[config.mk]
export PLATFORM = sky130hd
export DESIGN_NAME = tile_body_stream_validator_flat
export DESIGN_NICKNAME = d
export VERILOG_FILES = /design/src/tbsv_pkg.sv /design/src/tbsv_req_if.sv /design/src/tbsv_rsp_if.sv /design/src/tbsv_core.sv /design/src/tile_body_stream_validator.sv /design/src/flat_wrapper.sv
export SDC_FILE = /design/constraint.sdc
export NUM_CORES = 1
export LEC_CHECK = 0
export ABC_AREA = 0
export BUFFER_PORTS_ARGS = -buffer_cell sky130_fd_sc_hd__buf_4
export CAP_MARGIN = 20
export CORE_MARGIN = 2
export CORE_UTILIZATION = 38
export CTS_CLUSTER_DIAMETER = 80
export DETAILED_ROUTE_END_ITERATION = 10
export SLEW_MARGIN = 20
export SYNTH_ARGS = -nofsm -noshare
export SYNTH_HDL_FRONTEND = slang
export SYNTH_SLANG_ARGS = --single-unit
export TNS_END_PERCENT = 30
[constraint.sdc]
create_clock -name clock -period 7.9 [get_ports clock]
set_input_delay 1.185 -clock clock [delete_from_list [all_inputs] [get_ports clock]]
set_output_delay 1.185 -clock clock [all_outputs]
set_load 0.05 [all_outputs]
[src/tbsv_pkg.sv]
// Types, constants and helper functions shared by the tile body validator.
// No dependencies; compile this file first.
package tbsv_pkg;

   typedef struct packed {
      logic [2:0]  product_class;
      logic [7:0]  max_palette_entries;
      logic [7:0]  max_active_layers;
      logic [16:0] sample_count;
   } cfg_type;

   localparam logic [1:0] CSR_PRODUCT_CLASS = 2'd0;
   localparam logic [1:0] CSR_MAX_PALETTE   = 2'd1;
   localparam logic [1:0] CSR_MAX_LAYERS    = 2'd2;
   localparam logic [1:0] CSR_SAMPLE_COUNT  = 2'd3;

   localparam logic [2:0] CLS_META      = 3'd0;
   localparam logic [2:0] CLS_HEIGHT    = 3'd1;
   localparam logic [2:0] CLS_COVERAGE  = 3'd2;
   localparam logic [2:0] CLS_COLLISION = 3'd3;
   localparam logic [2:0] CLS_QUERY     = 3'd4;

   localparam logic [3:0] ERR_OK          = 4'd0;
   localparam logic [3:0] ERR_SIZE        = 4'd1;
   localparam logic [3:0] ERR_GRID        = 4'd2;
   localparam logic [3:0] ERR_COV_HEADER  = 4'd3;
   localparam logic [3:0] ERR_PAL_TRUNC   = 4'd4;
   localparam logic [3:0] ERR_COUNT       = 4'd5;
   localparam logic [3:0] ERR_SMP_TRUNC   = 4'd6;
   localparam logic [3:0] ERR_SAMPLE      = 4'd7;
   localparam logic [3:0] ERR_WEIGHT_SUM  = 4'd8;
   localparam logic [3:0] ERR_TRAILING    = 4'd9;
   localparam logic [3:0] ERR_META_HEADER = 4'd10;
   localparam logic [3:0] ERR_DIRECTORY   = 4'd11;
   localparam logic [3:0] ERR_META_VALUES = 4'd12;

   localparam logic [3:0] PH_HEADER  = 4'd0;
   localparam logic [3:0] PH_PALETTE = 4'd1;
   localparam logic [3:0] PH_COUNT   = 4'd2;
   localparam logic [3:0] PH_INDEX   = 4'd3;
   localparam logic [3:0] PH_WEIGHT  = 4'd4;
   localparam logic [3:0] PH_TRAIL   = 4'd5;

   localparam logic [18:0] TOTAL_MAX      = 19'h7FFFF;
   localparam logic [18:0] HEIGHT_LEN     = 19'd132102;
   localparam logic [18:0] COLLISION_LEN  = 19'd33286;
   localparam logic [18:0] QUERY_LEN      = 19'd116491;
   localparam logic [18:0] META_LEN       = 19'd90;
   localparam logic [15:0] COV_GRID       = 16'd257;
   localparam logic [15:0] FINE_GRID      = 16'd257;
   localparam logic [15:0] COARSE_GRID    = 16'd129;
   localparam logic [7:0]  DIR_ENTRIES    = 8'd5;
   localparam logic [15:0] WEIGHT_TARGET  = 16'd255;

   function automatic logic [18:0] size_bound(input logic [2:0] cls);
      logic [18:0] r;
      case (cls)
         CLS_META:      r = 19'd16276;
         CLS_HEIGHT:    r = 19'd163732;
         CLS_COVERAGE:  r = 19'd327572;
         CLS_COLLISION: r = 19'd98196;
         CLS_QUERY:     r = 19'd163732;
         default:       r = 19'd0;
      endcase
      return r;
   endfunction

   function automatic logic [31:0] dir_ceiling(input logic [2:0] k);
      logic [31:0] r;
      case (k)
         3'd0:    r = 32'd16384;
         3'd1:    r = 32'd163840;
         3'd2:    r = 32'd327680;
         3'd3:    r = 32'd98304;
         3'd4:    r = 32'd163840;
         default: r = 32'd0;
      endcase
      return r;
   endfunction

   function automatic logic is_finite(input logic [63:0] b);
      return b[62:52] != 11'h7FF;
   endfunction

   function automatic logic [63:0] order_key(input logic [63:0] b);
      return b[63] ? ~b : (b | 64'h8000_0000_0000_0000);
   endfunction

   function automatic logic dbl_greater(input logic [63:0] a, input logic [63:0] b);
      logic both_zero;
      both_zero = (a[62:0] == 63'd0) && (b[62:0] == 63'd0);
      return !both_zero && (order_key(a) > order_key(b));
   endfunction

endpackage

[src/tbsv_req_if.sv]
// Input channel of the tile body validator: at most one body byte per transaction.
// Uses no package.
interface tbsv_req_if;
   logic       valid;
   logic       ready;
   logic [7:0] data_byte;
   logic       byte_present;
   logic       last;

   modport source (output valid, data_byte, byte_present, last, input ready);
   modport sink (input valid, data_byte, byte_present, last, output ready);
endinterface

[src/tbsv_rsp_if.sv]
// Result channel of the tile body validator: one verdict per body.
// Uses no package.
interface tbsv_rsp_if;
   logic       valid;
   logic       ready;
   logic       valid_res;
   logic [3:0] error_code;

   modport source (output valid, valid_res, error_code, input ready);
   modport sink (input valid, valid_res, error_code, output ready);
endinterface

[src/tbsv_core.sv]
// Parse state of the tile body validator and the verdict logic.
// Depends on tbsv_pkg.
module tbsv_core (
   input  logic             clock,
   input  logic             reset,
   input  tbsv_pkg::cfg_type cfg,
   input  logic             fire,
   input  logic [7:0]       data_byte,
   input  logic             byte_present,
   input  logic             last,
   output logic [3:0]       code
);

   logic [18:0] byte_total_ff, byte_total_in;
   logic [3:0]  phase_ff, phase_in;
   logic [63:0] shift_ff, shift_in;
   logic [3:0]  first_error_ff, first_error_in;
   logic [7:0]  palette_ff, palette_in;
   logic [16:0] samples_ff, samples_in;
   logic [7:0]  pairs_ff, pairs_in;
   logic [7:0]  prior_ff, prior_in;
   logic [15:0] weight_ff, weight_in;
   logic [31:0] hmin_ff, hmin_in;
   logic        fault_ff, fault_in;
   logic [63:0] lower_ff [3];
   logic        lower_we;
   logic [1:0]  lower_wa;

   always_comb begin
      logic [18:0]        pos;
      logic [2:0]         cls;
      logic [63:0]        ns;
      logic [3:0]         err;
      logic [2:0]         k;
      logic [4:0]         rel;
      logic [2:0]         dk;
      logic [4:0]         dj;
      logic [15:0]        w;
      logic [15:0]        h;
      logic               first;
      logic [15:0]        wsum;
      logic [7:0]         pleft;
      logic [16:0]        sdone;
      logic signed [31:0] mn;
      logic signed [31:0] mx;
      logic [15:0]        dim;
      pos = byte_total_ff;
      cls = cfg.product_class;
      ns = {data_byte, shift_ff[63:8]};
      err = first_error_ff;
      k = pos[5:3] - 3'd1;
      rel = 5'(pos - 19'd65);
      dk = (rel >= 5'd20) ? 3'd4 : (rel >= 5'd15) ? 3'd3 : (rel >= 5'd10) ? 3'd2 :
           (rel >= 5'd5) ? 3'd1 : 3'd0;
      dj = rel - 5'(dk) * 5'd5;
      w = ns[39:24];
      h = ns[55:40];
      first = shift_ff[8];
      wsum = weight_ff + 16'(data_byte);
      pleft = pairs_ff - 8'd1;
      sdone = samples_ff + 17'd1;
      mn = $signed(hmin_ff);
      mx = $signed(ns[63:32]);
      dim = (cls == tbsv_pkg::CLS_HEIGHT) ? tbsv_pkg::FINE_GRID : tbsv_pkg::COARSE_GRID;

      byte_total_in = byte_total_ff;
      phase_in = phase_ff;
      shift_in = shift_ff;
      palette_in = palette_ff;
      samples_in = samples_ff;
      pairs_in = pairs_ff;
      prior_in = prior_ff;
      weight_in = weight_ff;
      hmin_in = hmin_ff;
      fault_in = fault_ff;
      lower_we = 1'b0;
      lower_wa = 2'(k - 3'd1);

      if (fire && byte_present) begin
         if (byte_total_ff < tbsv_pkg::TOTAL_MAX) begin
            byte_total_in = byte_total_ff + 19'd1;
         end
         if (cls == tbsv_pkg::CLS_COVERAGE) begin
            if (first_error_ff == tbsv_pkg::ERR_OK) begin
               case (phase_ff)
                  tbsv_pkg::PH_HEADER: begin
                     shift_in = ns;
                     if (pos == 19'd4) begin
                        if (w != tbsv_pkg::COV_GRID || h != tbsv_pkg::COV_GRID ||
                            data_byte == 8'd0 || data_byte > cfg.max_palette_entries) begin
                           err = tbsv_pkg::ERR_COV_HEADER;
                        end else begin
                           palette_in = data_byte;
                           shift_in = 64'd0;
                           phase_in = tbsv_pkg::PH_PALETTE;
                        end
                     end
                  end
                  tbsv_pkg::PH_PALETTE: begin
                     if (({1'b0, pos} + 20'd1) == (20'd5 + {8'd0, palette_ff, 4'd0})) begin
                        phase_in = (samples_ff >= cfg.sample_count) ?
                                   tbsv_pkg::PH_TRAIL : tbsv_pkg::PH_COUNT;
                     end
                  end
                  tbsv_pkg::PH_COUNT: begin
                     if (data_byte == 8'd0 || data_byte > cfg.max_active_layers) begin
                        err = tbsv_pkg::ERR_COUNT;
                     end else begin
                        pairs_in = data_byte;
                        weight_in = 16'd0;
                        shift_in = 64'h100;
                        phase_in = tbsv_pkg::PH_INDEX;
                     end
                  end
                  tbsv_pkg::PH_INDEX: begin
                     shift_in = {55'd0, shift_ff[8], data_byte};
                     phase_in = tbsv_pkg::PH_WEIGHT;
                  end
                  tbsv_pkg::PH_WEIGHT: begin
                     if (shift_ff[7:0] >= palette_ff || data_byte == 8'd0 ||
                         (!first && shift_ff[7:0] <= prior_ff)) begin
                        err = tbsv_pkg::ERR_SAMPLE;
                     end else begin
                        prior_in = shift_ff[7:0];
                        weight_in = wsum;
                        shift_in = 64'd0;
                        pairs_in = pleft;
                        if (pleft != 8'd0) begin
                           phase_in = tbsv_pkg::PH_INDEX;
                        end else if (wsum != tbsv_pkg::WEIGHT_TARGET) begin
                           err = tbsv_pkg::ERR_WEIGHT_SUM;
                        end else begin
                           samples_in = sdone;
                           phase_in = (sdone >= cfg.sample_count) ?
                                      tbsv_pkg::PH_TRAIL : tbsv_pkg::PH_COUNT;
                        end
                     end
                  end
                  default: begin
                     err = tbsv_pkg::ERR_TRAILING;
                  end
               endcase
            end
         end else if (cls <= tbsv_pkg::CLS_QUERY && pos < tbsv_pkg::META_LEN) begin
            shift_in = ns;
            if (cls == tbsv_pkg::CLS_META) begin
               if (pos == 19'd3) begin
                  hmin_in = ns[63:32];
               end else if (pos == 19'd7) begin
                  if (mn < -32'sd32768 || mx > 32'sd32767 || mn > mx) begin
                     if (err == tbsv_pkg::ERR_OK) err = tbsv_pkg::ERR_META_HEADER;
                  end
               end else if (pos >= 19'd15 && pos <= 19'd63 && pos[2:0] == 3'd7) begin
                  if (!tbsv_pkg::is_finite(ns)) fault_in = 1'b1;
                  if (k >= 3'd1 && k <= 3'd3) begin
                     lower_we = 1'b1;
                  end else if (k >= 3'd4) begin
                     if (tbsv_pkg::is_finite(lower_ff[k[1:0]]) && tbsv_pkg::is_finite(ns) &&
                         tbsv_pkg::dbl_greater(lower_ff[k[1:0]], ns)) begin
                        fault_in = 1'b1;
                     end
                  end
               end else if (pos == 19'd64) begin
                  if (ns[63:56] != tbsv_pkg::DIR_ENTRIES && err == tbsv_pkg::ERR_OK) begin
                     err = tbsv_pkg::ERR_META_HEADER;
                  end
               end else if (pos >= 19'd65) begin
                  if (dj == 5'd0 && ns[63:56] != 8'(dk + 3'd1) && err == tbsv_pkg::ERR_OK) begin
                     err = tbsv_pkg::ERR_DIRECTORY;
                  end
                  if (dj == 5'd4 && ns[63:32] != tbsv_pkg::dir_ceiling(dk) &&
                      err == tbsv_pkg::ERR_OK) begin
                     err = tbsv_pkg::ERR_DIRECTORY;
                  end
               end
            end else if ((pos == 19'd1 || pos == 19'd3) && ns[63:48] != dim) begin
               if (err == tbsv_pkg::ERR_OK) err = tbsv_pkg::ERR_GRID;
            end
         end
      end
      first_error_in = err;
   end

   always_comb begin
      logic [2:0] cls;
      cls = cfg.product_class;
      if (byte_total_in == 19'd0 || byte_total_in > tbsv_pkg::size_bound(cls)) begin
         code = tbsv_pkg::ERR_SIZE;
      end else if (first_error_in != tbsv_pkg::ERR_OK) begin
         code = first_error_in;
      end else begin
         case (cls)
            tbsv_pkg::CLS_META: begin
               if (byte_total_in < 19'd65) code = tbsv_pkg::ERR_META_HEADER;
               else if (byte_total_in < tbsv_pkg::META_LEN) code = tbsv_pkg::ERR_DIRECTORY;
               else if (byte_total_in != tbsv_pkg::META_LEN || fault_in) begin
                  code = tbsv_pkg::ERR_META_VALUES;
               end else code = tbsv_pkg::ERR_OK;
            end
            tbsv_pkg::CLS_HEIGHT: begin
               code = (byte_total_in == tbsv_pkg::HEIGHT_LEN) ?
                      tbsv_pkg::ERR_OK : tbsv_pkg::ERR_GRID;
            end
            tbsv_pkg::CLS_COLLISION: begin
               code = (byte_total_in == tbsv_pkg::COLLISION_LEN) ?
                      tbsv_pkg::ERR_OK : tbsv_pkg::ERR_GRID;
            end
            tbsv_pkg::CLS_QUERY: begin
               code = (byte_total_in == tbsv_pkg::QUERY_LEN) ?
                      tbsv_pkg::ERR_OK : tbsv_pkg::ERR_GRID;
            end
            default: begin
               case (phase_in)
                  tbsv_pkg::PH_HEADER:  code = tbsv_pkg::ERR_COV_HEADER;
                  tbsv_pkg::PH_PALETTE: code = tbsv_pkg::ERR_PAL_TRUNC;
                  tbsv_pkg::PH_COUNT:   code = tbsv_pkg::ERR_COUNT;
                  tbsv_pkg::PH_INDEX:   code = tbsv_pkg::ERR_SMP_TRUNC;
                  tbsv_pkg::PH_WEIGHT:  code = tbsv_pkg::ERR_SMP_TRUNC;
                  default:              code = tbsv_pkg::ERR_OK;
               endcase
            end
         endcase
      end
   end

   always_ff @(posedge clock) begin
      if (reset || (fire && last)) begin
         byte_total_ff <= 19'd0;
         phase_ff <= tbsv_pkg::PH_HEADER;
         shift_ff <= 64'd0;
         first_error_ff <= tbsv_pkg::ERR_OK;
         palette_ff <= 8'd0;
         samples_ff <= 17'd0;
         pairs_ff <= 8'd0;
         prior_ff <= 8'd0;
         weight_ff <= 16'd0;
         hmin_ff <= 32'd0;
         fault_ff <= 1'b0;
      end else begin
         byte_total_ff <= byte_total_in;
         phase_ff <= phase_in;
         shift_ff <= shift_in;
         first_error_ff <= first_error_in;
         palette_ff <= palette_in;
         samples_ff <= samples_in;
         pairs_ff <= pairs_in;
         prior_ff <= prior_in;
         weight_ff <= weight_in;
         hmin_ff <= hmin_in;
         fault_ff <= fault_in;
      end
   end

   always_ff @(posedge clock) begin
      if (lower_we) begin
         lower_ff[lower_wa] <= shift_in;
      end
   end

endmodule

[src/tile_body_stream_validator.sv]
// Top level of the tile body validator: configuration registers and result register.
// Depends on tbsv_pkg, tbsv_req_if, tbsv_rsp_if and tbsv_core.
//
// The block takes at most one body byte per transaction and can accept a transaction
// in every clock cycle unless stalled; each accepted byte updates the registered parse
// state. The transaction marked last yields one verdict, held in the result register,
// in the cycle after acceptance. Input is stalled only while a verdict waits to be taken
// and the result side is not ready. Configuration must be written between bodies.
module tile_body_stream_validator (
   input  logic        clock,
   input  logic        reset,
   tbsv_req_if.sink    req_chan,
   tbsv_rsp_if.source  rsp_chan,
   input  logic        csr_write_enable,
   input  logic [1:0]  csr_index,
   input  logic [16:0] csr_write_data
);

   tbsv_pkg::cfg_type cfg_ff;
   logic              rsp_valid_ff;
   logic [3:0]        rsp_code_ff;
   logic [3:0]        code;
   logic              fire;

   assign req_chan.ready = !rsp_valid_ff || rsp_chan.ready;
   assign fire = req_chan.valid && req_chan.ready;

   always_ff @(posedge clock) begin
      if (reset) begin
         cfg_ff.product_class <= tbsv_pkg::CLS_META;
         cfg_ff.max_palette_entries <= 8'd16;
         cfg_ff.max_active_layers <= 8'd4;
         cfg_ff.sample_count <= 17'd66049;
      end else if (csr_write_enable) begin
         case (csr_index)
            tbsv_pkg::CSR_PRODUCT_CLASS: cfg_ff.product_class <= csr_write_data[2:0];
            tbsv_pkg::CSR_MAX_PALETTE:   cfg_ff.max_palette_entries <= csr_write_data[7:0];
            tbsv_pkg::CSR_MAX_LAYERS:    cfg_ff.max_active_layers <= csr_write_data[7:0];
            tbsv_pkg::CSR_SAMPLE_COUNT:  cfg_ff.sample_count <= csr_write_data;
            default: ;
         endcase
      end
   end

   tbsv_core u_core (
      .clock        (clock),
      .reset        (reset),
      .cfg          (cfg_ff),
      .fire         (fire),
      .data_byte    (req_chan.data_byte),
      .byte_present (req_chan.byte_present),
      .last         (req_chan.last),
      .code         (code)
   );

   always_ff @(posedge clock) begin
      if (reset) begin
         rsp_valid_ff <= 1'b0;
      end else if (fire && req_chan.last) begin
         rsp_valid_ff <= 1'b1;
      end else if (rsp_chan.ready) begin
         rsp_valid_ff <= 1'b0;
      end
   end

   always_ff @(posedge clock) begin
      if (fire && req_chan.last) begin
         rsp_code_ff <= code;
      end
   end

   assign rsp_chan.valid = rsp_valid_ff;
   assign rsp_chan.error_code = rsp_code_ff;
   assign rsp_chan.valid_res = (rsp_code_ff == tbsv_pkg::ERR_OK);

   a_verdict_follows_last: assert property (@(posedge clock) disable iff (reset)
      fire && req_chan.last |=> rsp_valid_ff)
      else $error("No verdict after the final transaction of a body.");

   a_stall_when_full: assert property (@(posedge clock) disable iff (reset)
      rsp_valid_ff && !rsp_chan.ready |-> !req_chan.ready)
      else $error("Input accepted while a verdict is stalled.");

   a_code_range: assert property (@(posedge clock) disable iff (reset)
      rsp_valid_ff |-> rsp_code_ff <= tbsv_pkg::ERR_META_VALUES)
      else $error("Verdict carries an undefined error code.");

endmodule

[src/flat_wrapper.sv]
// flat-port wrapper written by rule: the top's interface ports become plain ports
module tile_body_stream_validator_flat 
  (clock, reset, csr_write_enable, csr_index, csr_write_data, req_chan_valid, req_chan_data_byte, req_chan_byte_present, req_chan_last, req_chan_ready, rsp_chan_valid, rsp_chan_valid_res, rsp_chan_error_code, rsp_chan_ready);
  tbsv_req_if req_chan_i ();
  tbsv_rsp_if rsp_chan_i ();
  input  logic clock;
  input  logic reset;
  input  logic csr_write_enable;
  input  logic [1:0] csr_index;
  input  logic [16:0] csr_write_data;
  input wire logic [$bits(req_chan_i.valid)-1:0] req_chan_valid;
  input wire logic [$bits(req_chan_i.data_byte)-1:0] req_chan_data_byte;
  input wire logic [$bits(req_chan_i.byte_present)-1:0] req_chan_byte_present;
  input wire logic [$bits(req_chan_i.last)-1:0] req_chan_last;
  output wire logic [$bits(req_chan_i.ready)-1:0] req_chan_ready;
  output wire logic [$bits(rsp_chan_i.valid)-1:0] rsp_chan_valid;
  output wire logic [$bits(rsp_chan_i.valid_res)-1:0] rsp_chan_valid_res;
  output wire logic [$bits(rsp_chan_i.error_code)-1:0] rsp_chan_error_code;
  input wire logic [$bits(rsp_chan_i.ready)-1:0] rsp_chan_ready;
  assign req_chan_i.valid = req_chan_valid;
  assign req_chan_i.data_byte = req_chan_data_byte;
  assign req_chan_i.byte_present = req_chan_byte_present;
  assign req_chan_i.last = req_chan_last;
  assign req_chan_ready = req_chan_i.ready;
  assign rsp_chan_valid = rsp_chan_i.valid;
  assign rsp_chan_valid_res = rsp_chan_i.valid_res;
  assign rsp_chan_error_code = rsp_chan_i.error_code;
  assign rsp_chan_i.ready = rsp_chan_ready;
  tile_body_stream_validator u_core (.clock(clock), .reset(reset), .req_chan(req_chan_i), .rsp_chan(rsp_chan_i), .csr_write_enable(csr_write_enable), .csr_index(csr_index), .csr_write_data(csr_write_data));
endmodule
==> impl_metrics.env <==
export IMPL_status="complete, no violations"
export IMPL_gp_routability_congestion=0.9035
export IMPL_final_setup_tns_ns=0
export IMPL_final_cell_mix="nand2_1, dfxtp_1, ha_1, a21oi_1, edfxtp_1"
export IMPL_synth_edf_count=196
export IMPL_min_path_type="register to register"
export IMPL_p_seq_share_pct=43.9
export IMPL_grt_max_degree=91
export IMPL_maxCapViolCount=0
export IMPL_cp_end_kind="register"
export IMPL_core_rowCount=96
export IMPL_min_period_ns=5.836
export IMPL_synth_top_flop_cell="dfxtp_1"
export IMPL_overflow=0
export IMPL_wl_um=77860
export IMPL_netlist_instances=2917
export IMPL_synth_warnings=0
export IMPL_synth_avg_cell_area_um2=9.047
export IMPL_worst_slew_pin_transition_ns=1.114
export IMPL_post_cts_buffers=0
export IMPL_worstPathMaxFanout=50
export IMPL_relSlewSlack_pct=24.67
export IMPL_die_h_um=267.5
export IMPL_die_area_um2=71570
export IMPL_p_int_mw=3.908
export IMPL_htreeDepth=2
export IMPL_vias=21940
export IMPL_max_freq_mhz=171.4
export IMPL_drv_slew=0
export IMPL_drive_gt1_share_pct=7.086
export IMPL_post_route_util_pct=42.41
export IMPL_cp_endpoint="u_core.u_core.fault_ff"
export IMPL_dp_final_hpwl_um=53010
export IMPL_synth_cell_type_count=99
export IMPL_ctsHoldBuffers=0
export IMPL_cellPowerDensity_nw_per_um2=177.4
export IMPL_critPathLaunchType="register"
export IMPL_seq_area_um2=10250
export IMPL_root_buffer="clkbuf_16"
export IMPL_synth_area_leaders="edfxtp_1, dfxtp_1, ha_1"
export IMPL_rsz0062_at_grt="false"
export IMPL_fin_hold_ws_ns=0.4537
export IMPL_critPathKind="register to register"
export IMPL_multi_input_area_um2=14990
export IMPL_netlist_area_um2=26390
export IMPL_numClockSinks=414
export IMPL_worstSkewPairLatency_ns=0.62
export IMPL_dr_first_iter_drc_count=1683
export IMPL_fin_nets=3086
export IMPL_ios=41
export IMPL_cts_tree="built"
export IMPL_skew_ns=0.05218
export IMPL_cts_buffers=49
export IMPL_rr_worst_depth=18
export IMPL_ys_ff_latch=414
export IMPL_synth_seq_area_share_pct=38.84
export IMPL_post_drt_wl_per_cell_um=20.43
export IMPL_drtAntennaViolNets=0
export IMPL_peakVddDrop_mv=0.1584
export IMPL_post_cts_resized=0
export IMPL_r2r_setup_slack_ns=2.06
export IMPL_comb_power_share_pct=8.1
export IMPL_setup_violations=0
export IMPL_async_flop_share_pct=0
export IMPL_drc=0
export IMPL_r2r_start="u_core.u_core.byte_total_ff[4]"
export IMPL_cts_path_max_buffers=3
export IMPL_hold_violations=0
export IMPL_p_clk_share_pct=48.0
export IMPL_clkTransAtPathRegs_ns=0.06
export IMPL_dp_cells=3718
export IMPL_power_switching_mw=1.261
export IMPL_area_delta_synth_final_pct=10.42
export IMPL_io_buffers=40
export IMPL_crit_start="u_core.u_core.byte_total_ff[4]"
export IMPL_r2r_end="u_core.u_core.fault_ff"
export IMPL_fillers=6768
export IMPL_yosys_area_top_type_share_pct=22.30
export IMPL_start_util_pct=38.41
export IMPL_grtUsageTotal_pct=21.49
export IMPL_antenna_found_initial=1
export IMPL_diodes=0
export IMPL_cp_arrival_ns=6.33
export IMPL_layout_cells_most_common="nand2_1"
export IMPL_fin_cells=3810
export IMPL_die_x_um=267.5
export IMPL_via_per_inst=5.760
export IMPL_synth_top_area_cell="edfxtp_1"
export IMPL_first_pass_iters=6
export IMPL_fin_crit_sh_pct=73.87
export IMPL_required_ns=8.39
export IMPL_syn_nets=3164
export IMPL_core_um2=68710
export IMPL_p_sw_share_pct=24.39
export IMPL_grt_pass1_wl_um=121300
export IMPL_power_leakage_nw=10.81
export IMPL_grt_pass1_vias=21300
## layer usage
layer	vias up	track usage, %	wire (um)
li1	10440	-	-
met1	10590	28.45	34350
met2	766	35.58	35930
met3	148	3.080	4837
met4	0	7.957	2737
met5	-	0	0
## per-stage QoR
| stage | cell area [um2] | power (mW) | setup slack [ns] |
|---|---|---|---|
| 5_1_grt | 29140 | 5.332 | 1.668 |
| 3_3_place_gp | 27330 | 2.712 | 2.238 |
| 4_1_cts | 29130 | 5.203 | 2.108 |
| 3_5_place_dp | 27350 | 2.724 | 2.136 |
| 6_report | 29140 | 5.169 | 2.064 |
| 2_1_floorplan | 26390 | 2.593 | 2.146 |
## synth_stat cells (all sizes together) (10+ instances only)
cell,n
xnor2,107
o211ai,13
o22ai,10
and3,26
o21a,16
a31oi,13
a211oi,17
dfxtp,218
nor4,51
or3,19
mux2i,83
clkbuf,151
o21ai,188
nor2b,20
buf,44
and2,85
xor2,95
nand3,61
nor3,38
a22o,12
nor2,192
a21oi,200
a21o,47
nand4,80
inv,119
or2,10
ha,210
nand2,295
a22oi,121
and4,13
a211o,10
edfxtp,196
nand2b,20
## how the worst min path moves through the flow
stage,end,startpoint,cells after the start,slack (ns)
5_1_grt,u_core.u_core.prior_ff[4],u_core.u_core.prior_ff[4],2,0.48
6_report,u_core.u_core.hmin_ff[0],u_core.u_core.hmin_ff[0],2,0.45
2_1_floorplan,u_core.u_core.hmin_ff[0],u_core.u_core.hmin_ff[0],2,0.43
3_3_place_gp,u_core.u_core.hmin_ff[0],u_core.u_core.hmin_ff[0],2,0.44
3_5_place_dp,u_core.cfg_ff[21],u_core.cfg_ff[21],2,0.45
4_1_cts,u_core.cfg_ff[21],u_core.cfg_ff[21],2,0.46
## area by class of cell
| class | count | area share [%] |
|---|---|---|
| clock buffer | 66 | 4.814 |
| clock inverter | 25 | 1.297 |
| inverter | 120 | 1.546 |
| multi-input combinational | 2188 | 51.44 |
| sequential | 414 | 35.19 |
| tap | 931 | 3.998 |
| timing repair buffer | 66 | 1.718 |
## worst max-delay path, cell delays in order, from the launching register on
cell and delay, ns:
dfxtp_1 0.88, inv_1 0.42, ha_4 0.71, nand2_1 0.18, o21ai_4 0.10, buf_4 0.51, xnor2_1 0.17, ha_1 0.35
and3_1 0.18, a221o_1 0.34, a21o_1 0.17, a21o_1 0.16, a21o_1 0.17, a221o_1 0.29, a2111oi_0 0.43, o31ai_1 0.17
a31oi_1 0.17, o21ai_0 0.11, a22o_1 0.18
## cell families after synthesis
| kind of cell | synth area share, % |
|---|---|
| compound gates | 17.65 |
| other cells | 0.01421 |
| simple gates | 18.45 |
| xor+xnor | 6.761 |
| fa+ha+maj | 10.18 |
| mux | 3.447 |
| flops | 38.84 |
| buf+inv | 4.651 |
## state kept, by name (all words and copies together) (netlist names), 8 cells and up
signal / count
u_core.u_core.shift_ff: 64
u_core.cfg_ff: 36
u_core.u_core.prior_ff: 8
u_core.u_core.palette_ff: 8
u_core.u_core.lower_ff: 192
u_core.u_core.pairs_ff: 8
u_core.u_core.samples_ff: 17
u_core.u_core.hmin_ff: 32
u_core.u_core.weight_ff: 16
u_core.u_core.byte_total_ff: 19
## power groups by stage
stage	clock (mW)	sequential, mW	combinational, mW
finish	2.48	2.27	0.418
floorplan	0	2.31	0.287
global route	2.61	2.27	0.456
detailed placement	0	2.32	0.409
CTS	2.52	2.27	0.411
global placement	0	2.31	0.397
Note: power is estimated with default switching activity, not from simulation.
